`src/hw/rtl/hsv2rgb_pkg.sv`:
```
// Package for the HSV to RGB converter: field widths, fixed-point constants,
// sector codes and the hue position struct. Depends on nothing.
`default_nettype none

package hsv2rgb_pkg;

   localparam int unsigned HUE_W    = 20;
   localparam int unsigned SAT_W    = 16;
   localparam int unsigned CHAN_W   = 16;
   localparam int unsigned SECTOR_W = 3;
   localparam int unsigned FRAC_W   = 10;
   localparam int unsigned TERM_W   = CHAN_W + FRAC_W;

   // Hue scale: 1/16 degree, so a full turn is 5760 and a sector is 960.
   localparam int unsigned HUE_TURN    = 5760;
   localparam int unsigned SECTOR_SPAN = 960;
   localparam int unsigned SAT_ONE     = 32768;
   localparam int unsigned SAT_FRAC_W  = 15;

   // 5760 = 45 * 128: hue / 5760 is (hue >> 7) / 45, estimated by a reciprocal.
   localparam int unsigned HUE_PRE_SHIFT   = 7;
   localparam int unsigned HUE_RECIP       = 1456;
   localparam int unsigned HUE_RECIP_SHIFT = 16;

   // 960 = 15 * 64: term / 960 is (term >> 6) / 15, estimated by a reciprocal.
   localparam int unsigned DIV_PRE_SHIFT   = 6;
   localparam int unsigned DIV_ODD         = 15;
   localparam int unsigned DIV_RECIP       = 1118481;
   localparam int unsigned DIV_RECIP_SHIFT = 24;

   // Sector codes, 60 degrees each.
   localparam logic [SECTOR_W-1:0] SECTOR_RED_YELLOW    = 3'd0;
   localparam logic [SECTOR_W-1:0] SECTOR_YELLOW_GREEN  = 3'd1;
   localparam logic [SECTOR_W-1:0] SECTOR_GREEN_CYAN    = 3'd2;
   localparam logic [SECTOR_W-1:0] SECTOR_CYAN_BLUE     = 3'd3;
   localparam logic [SECTOR_W-1:0] SECTOR_BLUE_MAGENTA  = 3'd4;
   localparam logic [SECTOR_W-1:0] SECTOR_MAGENTA_RED   = 3'd5;

   typedef struct packed {
      logic [SECTOR_W-1:0] sector;
      logic [FRAC_W-1:0]   frac;
   } hue_pos_type;

endpackage

`default_nettype wire

```
`src/hw/rtl/hsv2rgb_if.sv`:
```
// Valid/ready channel interfaces for the HSV to RGB converter.
// Depends on hsv2rgb_pkg for the field widths.
`default_nettype none

interface hsv2rgb_req_if;
   logic                             valid;
   logic                             ready;
   logic [hsv2rgb_pkg::HUE_W-1:0]    hue;
   logic [hsv2rgb_pkg::SAT_W-1:0]    saturation;
   logic [hsv2rgb_pkg::CHAN_W-1:0]   brightness;

   modport source (output valid, hue, saturation, brightness, input ready);
   modport sink   (input valid, hue, saturation, brightness, output ready);
endinterface

interface hsv2rgb_rsp_if;
   logic                             valid;
   logic                             ready;
   logic [hsv2rgb_pkg::CHAN_W-1:0]   red;
   logic [hsv2rgb_pkg::CHAN_W-1:0]   green;
   logic [hsv2rgb_pkg::CHAN_W-1:0]   blue;

   modport source (output valid, red, green, blue, input ready);
   modport sink   (input valid, red, green, blue, output ready);
endinterface

`default_nettype wire

```
`src/hw/rtl/hsv2rgb_hue_split.sv`:
```
// Three-stage hue reduction: hue mod 5760, then sector and fraction.
// Depends on hsv2rgb_pkg.
`default_nettype none

module hsv2rgb_hue_split (
   input  wire logic                          clock,
   input  wire logic                          enable,
   input  wire logic [hsv2rgb_pkg::HUE_W-1:0] hue_in,
   output hsv2rgb_pkg::hue_pos_type           pos_out
);

   // Stage 1: quotient estimate, exact or one low.
   logic [12:0] hue_hi;
   logic [23:0] q_prod;
   logic [7:0]  q_in, q_ff;
   logic [hsv2rgb_pkg::HUE_W-1:0] hue_ff;

   assign hue_hi = hue_in[hsv2rgb_pkg::HUE_W-1:hsv2rgb_pkg::HUE_PRE_SHIFT];
   assign q_prod = 24'(hue_hi) * 24'(hsv2rgb_pkg::HUE_RECIP);
   assign q_in   = q_prod[23:hsv2rgb_pkg::HUE_RECIP_SHIFT];

   // Stage 2: remainder with one correction step.
   logic [hsv2rgb_pkg::HUE_W-1:0] q_back;
   logic [13:0] rem_raw;
   logic [12:0] h_in, h_ff;

   assign q_back  = 20'(q_ff) * 20'(hsv2rgb_pkg::HUE_TURN);
   assign rem_raw = 14'(hue_ff - q_back);
   assign h_in    = (rem_raw >= 14'(hsv2rgb_pkg::HUE_TURN))
                    ? 13'(rem_raw - 14'(hsv2rgb_pkg::HUE_TURN)) : 13'(rem_raw);

   // Stage 3: sector by threshold compare, fraction by subtracting its base.
   hsv2rgb_pkg::hue_pos_type pos_in, pos_ff;
   logic [12:0] base;

   always_comb begin
      priority if (h_ff >= 13'(5 * hsv2rgb_pkg::SECTOR_SPAN)) begin
         pos_in.sector = hsv2rgb_pkg::SECTOR_MAGENTA_RED;
         base          = 13'(5 * hsv2rgb_pkg::SECTOR_SPAN);
      end else if (h_ff >= 13'(4 * hsv2rgb_pkg::SECTOR_SPAN)) begin
         pos_in.sector = hsv2rgb_pkg::SECTOR_BLUE_MAGENTA;
         base          = 13'(4 * hsv2rgb_pkg::SECTOR_SPAN);
      end else if (h_ff >= 13'(3 * hsv2rgb_pkg::SECTOR_SPAN)) begin
         pos_in.sector = hsv2rgb_pkg::SECTOR_CYAN_BLUE;
         base          = 13'(3 * hsv2rgb_pkg::SECTOR_SPAN);
      end else if (h_ff >= 13'(2 * hsv2rgb_pkg::SECTOR_SPAN)) begin
         pos_in.sector = hsv2rgb_pkg::SECTOR_GREEN_CYAN;
         base          = 13'(2 * hsv2rgb_pkg::SECTOR_SPAN);
      end else if (h_ff >= 13'(hsv2rgb_pkg::SECTOR_SPAN)) begin
         pos_in.sector = hsv2rgb_pkg::SECTOR_YELLOW_GREEN;
         base          = 13'(hsv2rgb_pkg::SECTOR_SPAN);
      end else begin
         pos_in.sector = hsv2rgb_pkg::SECTOR_RED_YELLOW;
         base          = 13'd0;
      end
      pos_in.frac = 10'(h_ff - base);
   end

   always_ff @(posedge clock) begin
      if (enable) begin
         q_ff   <= q_in;
         hue_ff <= hue_in;
         h_ff   <= h_in;
         pos_ff <= pos_in;
      end
   end

   assign pos_out = pos_ff;

endmodule

`default_nettype wire

```
`src/hw/rtl/hsv2rgb_div960.sv`:
```
// Two-stage divide by 960 of the secondary product, truncating.
// Depends on hsv2rgb_pkg.
`default_nettype none

module hsv2rgb_div960 (
   input  wire logic                           clock,
   input  wire logic                           enable,
   input  wire logic [hsv2rgb_pkg::TERM_W-1:0] term_in,
   output logic      [hsv2rgb_pkg::CHAN_W-1:0] quot_out
);

   localparam int unsigned X_W = hsv2rgb_pkg::TERM_W - hsv2rgb_pkg::DIV_PRE_SHIFT;

   // Stage 1: divide by 64 is a shift, divide by 15 is a reciprocal estimate.
   logic [X_W-1:0] x_in, x_ff;
   logic [40:0]    q_prod;
   logic [hsv2rgb_pkg::CHAN_W-1:0] qe_in, qe_ff;

   assign x_in   = term_in[hsv2rgb_pkg::TERM_W-1:hsv2rgb_pkg::DIV_PRE_SHIFT];
   assign q_prod = 41'(x_in) * 41'(hsv2rgb_pkg::DIV_RECIP);
   assign qe_in  = q_prod[hsv2rgb_pkg::DIV_RECIP_SHIFT +: hsv2rgb_pkg::CHAN_W];

   // Stage 2: the estimate is exact or one low; check the remainder.
   logic [X_W-1:0] q_back, rem;
   logic [hsv2rgb_pkg::CHAN_W-1:0] quot_in, quot_ff;

   assign q_back  = X_W'(qe_ff) * X_W'(hsv2rgb_pkg::DIV_ODD);
   assign rem     = x_ff - q_back;
   assign quot_in = (rem >= X_W'(hsv2rgb_pkg::DIV_ODD)) ? qe_ff + 16'd1 : qe_ff;

   always_ff @(posedge clock) begin
      if (enable) begin
         x_ff    <= x_in;
         qe_ff   <= qe_in;
         quot_ff <= quot_in;
      end
   end

   assign quot_out = quot_ff;

endmodule

`default_nettype wire

```
`src/hw/rtl/hsv2rgb_to_rgb_converter_core.sv`:
```
// Top level of the HSV to RGB converter: pipeline control, chroma and
// secondary products, channel mapping. Depends on hsv2rgb_pkg, hsv2rgb_if,
// hsv2rgb_hue_split and hsv2rgb_div960.
`default_nettype none

// HSV to RGB pixel converter.
//
// Each beat on the req channel carries one pixel: hue in 1/16 degree units
// (any value, wrapped modulo 360 degrees), saturation in Q1.15 (values above
// 1.0 are treated as 1.0) and brightness in Q8.8. Each beat on the rsp
// channel carries red, green and blue in Q8.8, one result beat per request
// beat, in order. All products and quotients truncate.
//
// The pipeline has seven register stages. One pixel is accepted every
// clock cycle unless a waiting result is held up by rsp.ready low. The
// depth is set by the hue modulo (reciprocal estimate, correction, sector
// split), the chroma-by-fraction multiply and the divide by 960
// (reciprocal estimate, correction), each given its own stage.
//
// All stages advance together. When the receiver holds rsp.ready low with
// a result waiting, req.ready drops and the whole pipeline holds, bubbles
// included; nothing is lost or repeated. While the last stage is empty the
// pipeline advances whatever rsp.ready does. A synchronous reset clears
// all valid bits; data registers are not reset.
module hsv_to_rgb_converter_core (
   input  wire logic     clock,
   input  wire logic     reset,
   hsv2rgb_req_if.sink   req,
   hsv2rgb_rsp_if.source rsp
);

   localparam int unsigned STAGES = 7;

   logic              advance;
   logic [STAGES-1:0] valid_ff, valid_in;

   // The pipeline moves when its last stage is empty or being emptied.
   assign advance   = !valid_ff[STAGES-1] || rsp.ready;
   assign req.ready = advance;
   assign valid_in  = advance ? {valid_ff[STAGES-2:0], req.valid} : valid_ff;

   always_ff @(posedge clock) begin
      if (reset) begin
         valid_ff <= '0;
      end else begin
         valid_ff <= valid_in;
      end
   end

   // Stage 1: clamp saturation and form chroma = brightness * saturation.
   logic [hsv2rgb_pkg::SAT_W-1:0]  sat_clamped;
   logic [31:0]                    chroma_prod;
   logic [hsv2rgb_pkg::CHAN_W-1:0] chroma1_in, chroma1_ff, value1_ff;

   assign sat_clamped = (req.saturation > 16'(hsv2rgb_pkg::SAT_ONE))
                        ? 16'(hsv2rgb_pkg::SAT_ONE) : req.saturation;
   assign chroma_prod = 32'(req.brightness) * 32'(sat_clamped);
   assign chroma1_in  = chroma_prod[hsv2rgb_pkg::SAT_FRAC_W +: hsv2rgb_pkg::CHAN_W];

   // Hue reduction runs alongside in stages 1 to 3.
   hsv2rgb_pkg::hue_pos_type pos3;

   hsv2rgb_hue_split u_hue_split (
      .clock   (clock),
      .enable  (advance),
      .hue_in  (req.hue),
      .pos_out (pos3)
   );

   // Stage 2: offset = brightness - chroma, which never goes negative.
   logic [hsv2rgb_pkg::CHAN_W-1:0] chroma2_ff, offset2_in, offset2_ff;
   assign offset2_in = value1_ff - chroma1_ff;

   // Stage 3: chroma and offset wait for the hue position.
   logic [hsv2rgb_pkg::CHAN_W-1:0] chroma3_ff, offset3_ff;

   // Stage 4: secondary product, chroma times the fraction or its complement.
   logic [hsv2rgb_pkg::FRAC_W-1:0]   frac_sel;
   logic [hsv2rgb_pkg::TERM_W-1:0]   term4_in, term4_ff;
   logic [hsv2rgb_pkg::SECTOR_W-1:0] sector4_ff, sector5_ff, sector6_ff;
   logic [hsv2rgb_pkg::CHAN_W-1:0]   chroma4_ff, chroma5_ff, chroma6_ff;
   logic [hsv2rgb_pkg::CHAN_W-1:0]   offset4_ff, offset5_ff, offset6_ff;

   assign frac_sel = pos3.sector[0]
                     ? 10'(hsv2rgb_pkg::SECTOR_SPAN - 32'(pos3.frac)) : pos3.frac;
   assign term4_in = 26'(chroma3_ff) * 26'(frac_sel);

   // Stages 5 and 6: divide the secondary product by 960.
   logic [hsv2rgb_pkg::CHAN_W-1:0] second6;

   hsv2rgb_div960 u_div960 (
      .clock    (clock),
      .enable   (advance),
      .term_in  (term4_ff),
      .quot_out (second6)
   );

   // Stage 7: map chroma and secondary onto the channels, then add offset.
   logic [hsv2rgb_pkg::CHAN_W-1:0] red_pre, green_pre, blue_pre;
   logic [hsv2rgb_pkg::CHAN_W-1:0] red_in, green_in, blue_in;
   logic [hsv2rgb_pkg::CHAN_W-1:0] red_ff, green_ff, blue_ff;

   always_comb begin
      unique case (sector6_ff)
         hsv2rgb_pkg::SECTOR_RED_YELLOW: begin
            red_pre = chroma6_ff; green_pre = second6;    blue_pre = '0;
         end
         hsv2rgb_pkg::SECTOR_YELLOW_GREEN: begin
            red_pre = second6;    green_pre = chroma6_ff; blue_pre = '0;
         end
         hsv2rgb_pkg::SECTOR_GREEN_CYAN: begin
            red_pre = '0;         green_pre = chroma6_ff; blue_pre = second6;
         end
         hsv2rgb_pkg::SECTOR_CYAN_BLUE: begin
            red_pre = '0;         green_pre = second6;    blue_pre = chroma6_ff;
         end
         hsv2rgb_pkg::SECTOR_BLUE_MAGENTA: begin
            red_pre = second6;    green_pre = '0;         blue_pre = chroma6_ff;
         end
         default: begin
            red_pre = chroma6_ff; green_pre = '0;         blue_pre = second6;
         end
      endcase
      red_in   = red_pre + offset6_ff;
      green_in = green_pre + offset6_ff;
      blue_in  = blue_pre + offset6_ff;
   end

   always_ff @(posedge clock) begin
      if (advance) begin
         chroma1_ff <= chroma1_in;
         value1_ff  <= req.brightness;
         chroma2_ff <= chroma1_ff;
         offset2_ff <= offset2_in;
         chroma3_ff <= chroma2_ff;
         offset3_ff <= offset2_ff;
         term4_ff   <= term4_in;
         sector4_ff <= pos3.sector;
         chroma4_ff <= chroma3_ff;
         offset4_ff <= offset3_ff;
         sector5_ff <= sector4_ff;
         chroma5_ff <= chroma4_ff;
         offset5_ff <= offset4_ff;
         sector6_ff <= sector5_ff;
         chroma6_ff <= chroma5_ff;
         offset6_ff <= offset5_ff;
         red_ff     <= red_in;
         green_ff   <= green_in;
         blue_ff    <= blue_in;
      end
   end

   assign rsp.valid = valid_ff[STAGES-1];
   assign rsp.red   = red_ff;
   assign rsp.green = green_ff;
   assign rsp.blue  = blue_ff;

   // A valid item leaving the hue split has a legal sector and fraction.
   a_hue_pos_range: assert property (@(posedge clock) disable iff (reset)
      valid_ff[2] |-> (pos3.sector <= hsv2rgb_pkg::SECTOR_MAGENTA_RED) &&
                      (32'(pos3.frac) < hsv2rgb_pkg::SECTOR_SPAN))
      else $error("hue split produced an out-of-range sector or fraction");

   // The secondary term never exceeds chroma after the divide.
   a_second_le_chroma: assert property (@(posedge clock) disable iff (reset)
      valid_ff[5] |-> second6 <= chroma6_ff)
      else $error("secondary term exceeds chroma");

   // A waiting result that is not taken stops new pixels from entering.
   a_stall_blocks_input: assert property (@(posedge clock) disable iff (reset)
      rsp.valid && !rsp.ready |-> !req.ready)
      else $error("input accepted while output stalled");

endmodule

`default_nettype wire

```
`src/flat_wrapper.sv`:
```
// flat-port wrapper written by rule: the top's interface ports become plain ports
module hsv_to_rgb_converter_core_flat 
  (clock, reset, req_valid, req_hue, req_saturation, req_brightness, req_ready, rsp_valid, rsp_red, rsp_green, rsp_blue, rsp_ready);
  hsv2rgb_req_if req_i ();
  hsv2rgb_rsp_if rsp_i ();
  input  wire logic clock;
  input  wire logic reset;
  input wire logic [$bits(req_i.valid)-1:0] req_valid;
  input wire logic [$bits(req_i.hue)-1:0] req_hue;
  input wire logic [$bits(req_i.saturation)-1:0] req_saturation;
  input wire logic [$bits(req_i.brightness)-1:0] req_brightness;
  output wire logic [$bits(req_i.ready)-1:0] req_ready;
  output wire logic [$bits(rsp_i.valid)-1:0] rsp_valid;
  output wire logic [$bits(rsp_i.red)-1:0] rsp_red;
  output wire logic [$bits(rsp_i.green)-1:0] rsp_green;
  output wire logic [$bits(rsp_i.blue)-1:0] rsp_blue;
  input wire logic [$bits(rsp_i.ready)-1:0] rsp_ready;
  assign req_i.valid = req_valid;
  assign req_i.hue = req_hue;
  assign req_i.saturation = req_saturation;
  assign req_i.brightness = req_brightness;
  assign req_ready = req_i.ready;
  assign rsp_valid = rsp_i.valid;
  assign rsp_red = rsp_i.red;
  assign rsp_green = rsp_i.green;
  assign rsp_blue = rsp_i.blue;
  assign rsp_i.ready = rsp_ready;
  hsv_to_rgb_converter_core u_core (.clock(clock), .reset(reset), .req(req_i), .rsp(rsp_i));
endmodule
```
`config.mk`:
```
export PLATFORM = sky130hd
export DESIGN_NAME = hsv_to_rgb_converter_core_flat
export DESIGN_NICKNAME = d
export VERILOG_FILES = /design/src/hw/rtl/hsv2rgb_pkg.sv /design/src/hw/rtl/hsv2rgb_if.sv /design/src/hw/rtl/hsv2rgb_hue_split.sv /design/src/hw/rtl/hsv2rgb_div960.sv /design/src/hw/rtl/hsv2rgb_to_rgb_converter_core.sv /design/src/flat_wrapper.sv
export SDC_FILE = /design/constraint.sdc
export NUM_CORES = 2
export LEC_CHECK = 0
export BUFFER_PORTS_ARGS = -buffer_cell sky130_fd_sc_hd__buf_2
export CAP_MARGIN = 0
export CELL_PAD_IN_SITES_DETAIL_PLACEMENT = 1
export CELL_PAD_IN_SITES_GLOBAL_PLACEMENT = 1
export CORE_MARGIN = 8
export CORE_UTILIZATION = 56
export DETAILED_ROUTE_END_ITERATION = 8
export HOLD_SLACK_MARGIN = 0.05
export PLACE_DENSITY_LB_ADDON = 0.1
export SLEW_MARGIN = 20
export SYNTH_ARGS = -nofsm -noshare
export SYNTH_HDL_FRONTEND = slang
export SYNTH_SLANG_ARGS = --single-unit
```
`constraint.sdc`:
```
create_clock -name clock -period 26.6 [get_ports clock]
set_input_delay 5.32 -clock clock [delete_from_list [all_inputs] [get_ports clock]]
set_output_delay 5.32 -clock clock [all_outputs]
set_load 0.01 [all_outputs]
```
==> metrics <==
status completed; remaining design rule violation count 0; top layer in use met5; Filler cells 6897; data arrival time of the worst path 7.31 ns; number of enable flip-flop cells after synthesis 368; synthesized area per cell 10.8 sq um; Synthesis Warnings 0; post-detailed-placement half-perimeter wirelength 72.3 mm; final worst-path cycle share 47.5%; number of violations of the max-capacitance limit 0; total wirelength of the detailed-routed design 92.3 mm; drt first pass iters 5; number of global-route vias before repair 28.5k; met2 WL post-DR 48.4 mm; critical path capture point type primary output; Critical path buffers and inverters 3; post-cts hold buffer count 0; longest individual stage delay on the worst path 0.82 ns; Placement Rows 93; initial cell density of the core 56.5%; Skew-Pair Late Insertion Delay 0.57 ns; number of distinct library cells after synthesis 76; Post-CTS Setup Bufs 0; most repeated library cell on the critical path sky130_fd_sc_hd__buf_2; critical path class input port to primary output; Cell Area, Synth 36300 sq um; Largest regs u_core.term4_ff x20, u_core.u_div960.x_ff x20; Max Clock Freq 79.2 MHz; aggregate global routing overflow 0; area taken by flip-flops and latches 11200 sq um; Synth Net Count 4264; CTS tree built; number of register bits inferred by synthesis 375; antenna violations before repair 1; hold violation total from the final report 0; synthesis-to-finish area growth 7.88%; portion of netlist area occupied by mux cells 0.697%; placer's final routability congestion estimate 0.871; commonest non-fill, non-tap cells in the layout sky130_fd_sc_hd__inv_1, sky130_fd_sc_hd__ha_1, sky130_fd_sc_hd__fa_1; standard cell core area 64200 sq um; initial detailed-routing violation count 1178; Port Buffers 105; detailed route wirelength on metal3 3.63 mm; count of pins over their slew limit 0; Post-DRT Antenna Nets 0; post-layout minimum cycle time 12.63 ns; clk sinks 375; slowest cell on the critical path sky130_fd_sc_hd__clkinv_8; Routed WL per cell 21.4 um; maximum level of the CTS H-tree 2; overall routing resource usage 25.2%; worst slew slack as a fraction of its limit 33.5%; area share of fa/ha/maj cells after synthesis 38.2%; height of the die 270 um; cell type with the largest total area after synthesis sky130_fd_sc_hd__edfxtp_1; post-synthesis share of cell area spent on xor and xnor gates 3.88%; simple-gate portion of the synthesized area 11.6%; worst slew pin tran 0.992 ns; wire length the detailed router placed on met1 36.9 mm; fraction of final layout cells sized beyond drive strength 1 6.85%; diodes inserted 0; area share of the largest cell type after synthesis 30.5%; wire length of the first global-routing pass 149 mm; path category of the worst min-delay check register to register; fraction of registers with async set/reset 0%; number of top-level pins 106; ratio of routed vias to standard cells 5.69; final setup violating endpoints 0; synth top area cells sky130_fd_sc_hd__edfxtp_1, sky130_fd_sc_hd__fa_1, sky130_fd_sc_hd__ha_1, sky130_fd_sc_hd__inv_1, sky130_fd_sc_hd__and2_1; root cell of the clock tree sky130_fd_sc_hd__clkbuf_16; setup repair after global routing missed its margin false; chain of cells forming the critical path buf_2, nor2b_1, clkinv_8, buf_2; share of the synthesized area in compound gates (AO/OA/AOI/OAI) 7.82%; most frequent standard cell in the layout excluding fill and tap cells sky130_fd_sc_hd__inv_1; area of the multi-input gates 22600 sq um; proportion of synthesized chip area in sequential cells 30.9%; main combinational cell family by area after synthesis adder cells; Startpoint Class input port; number of buffers between clock root and the deepest sink 3; Req. time, crit path 21.28 ns; Die Span X 270 um; largest net degree at the start of global routing 164; clock-pin slew on the worst setup and hold paths 0.05 ns; maximum clock skew at final layout 0.0274 ns; number of buffers added by the clock tree synthesis step 43; Top Family by Delay on Critical Path buffers and inverters; via count 24.6k; Gate Count Post-Synth 3351; dominant synthesized flop cell sky130_fd_sc_hd__edfxtp_1; post-CTS sizing 0; Total Neg Setup Slack 0 ns; largest fanout on the critical path 163; Layout Nets 4341; area of the die 73200 sq um
[cells by family (layout without fill, tap and decap cells)]
| group | count (synthesis) | after routing |
|---|---|---|
| multiplexers | 23 | 23 |
| XOR/XNOR | 160 | 160 |
| AND/OR/NAND/NOR | 840 | 840 |
| buffers and inverters | 676 | 787 |
| adder cells (fa/ha/maj) | 857 | 857 |
| AO/OA/AOI/OAI | 420 | 420 |
| flip-flops | 375 | 375 |
[area by class of cell]
| type | count | area share [%] |
|---|---|---|
| Multi-Input combinational cell | 2300 | 57.7 |
| Sequential cell | 375 | 28.6 |
| Inverter | 584 | 5.64 |
| Clock buffer | 53 | 2.85 |
| Tap cell | 855 | 2.73 |
| Timing Repair Buffer | 124 | 1.71 |
| Clock inverter | 26 | 0.768 |
[per-stage QoR]
step | area, sq um | util [%] | std cells | worst slack [ns] | hold slack [ns]
after floorplan | 36300 | - | 3351 | 8.55 | 0.400
after global placement | 37700 | 58.7 | 4238 | 14.35 | 0.401
after detailed placement | 37700 | 58.7 | 4238 | 14.02 | 0.407
after CTS | 39100 | 60.9 | 4317 | 14.34 | 0.400
after global routing | 39100 | 60.9 | 4317 | 13.80 | 0.408
final | 39100 | 60.9 | 4317 | 13.97 | 0.400
[path summary, 6_finish.rpt]
path                                             end  slack [ns]  cells after the start                           from
worst max-delay path                       req_ready       13.97                      4                      rsp_ready
worst min-delay path            u_core.chroma5_ff[3]        0.40                      0           u_core.chroma4_ff[3]
worst max register to register   u_core.term4_ff[25]       19.15                     25  u_core.u_hue_split.pos_out[0]
worst min register to register  u_core.chroma5_ff[3]        0.40                      0           u_core.chroma4_ff[3]
[worst reg2reg max path, cell delays in order (launching register included)]
cell and delay (ns):
sky130_fd_sc_hd__edfxtp_1 0.66, sky130_fd_sc_hd__or3_1 0.53, sky130_fd_sc_hd__nor4_1 0.36, sky130_fd_sc_hd__o21ai_0 0.20, sky130_fd_sc_hd__xnor2_1 0.16, sky130_fd_sc_hd__buf_4 0.21, sky130_fd_sc_hd__and2_1 0.20, sky130_fd_sc_hd__fa_1 0.55
sky130_fd_sc_hd__inv_1 0.07, sky130_fd_sc_hd__fa_1 0.52, sky130_fd_sc_hd__fa_1 0.55, sky130_fd_sc_hd__inv_1 0.06, sky130_fd_sc_hd__fa_1 0.53, sky130_fd_sc_hd__inv_1 0.05, sky130_fd_sc_hd__fa_1 0.53, sky130_fd_sc_hd__inv_1 0.04
sky130_fd_sc_hd__ha_1 0.34, sky130_fd_sc_hd__a21o_1 0.20, sky130_fd_sc_hd__a21o_1 0.19, sky130_fd_sc_hd__a21o_1 0.20, sky130_fd_sc_hd__a21oi_1 0.21, sky130_fd_sc_hd__a21oi_1 0.12, sky130_fd_sc_hd__nor3_1 0.29, sky130_fd_sc_hd__a21oi_1 0.16
sky130_fd_sc_hd__a21oi_1 0.20, sky130_fd_sc_hd__xnor2_1 0.08
[Yosys cell counts, types with 18 or more instances]
| cell | instances |
|---|---|
| sky130_fd_sc_hd__nor2b_1 | 43 |
| sky130_fd_sc_hd__nor2_1 | 99 |
| sky130_fd_sc_hd__clkbuf_1 | 79 |
| sky130_fd_sc_hd__and3_1 | 31 |
| sky130_fd_sc_hd__mux2_2 | 18 |
| sky130_fd_sc_hd__o21a_1 | 19 |
| sky130_fd_sc_hd__xnor2_1 | 130 |
| sky130_fd_sc_hd__a21o_1 | 42 |
| sky130_fd_sc_hd__nand2b_1 | 22 |
| sky130_fd_sc_hd__nand3_1 | 30 |
| sky130_fd_sc_hd__o21ai_0 | 60 |
| sky130_fd_sc_hd__fa_1 | 415 |
| sky130_fd_sc_hd__nor3_1 | 42 |
| sky130_fd_sc_hd__nand2_1 | 311 |
| sky130_fd_sc_hd__a22o_1 | 34 |
| sky130_fd_sc_hd__a21oi_1 | 140 |
| sky130_fd_sc_hd__edfxtp_1 | 368 |
| sky130_fd_sc_hd__ha_1 | 442 |
| sky130_fd_sc_hd__and2_1 | 195 |
| sky130_fd_sc_hd__inv_1 | 584 |
| sky130_fd_sc_hd__xor2_1 | 29 |
[routing by layer]
layer	vias to the layer above	track usage, %
met3	215	3.61
met1	12500	29.5
met2	566	46.5
met5	-	0
li1	11300	-
met4	2	9.43
Power is not shown: default switching activity piles up to over one toggle a cycle in this logic, so the estimate is an artifact.
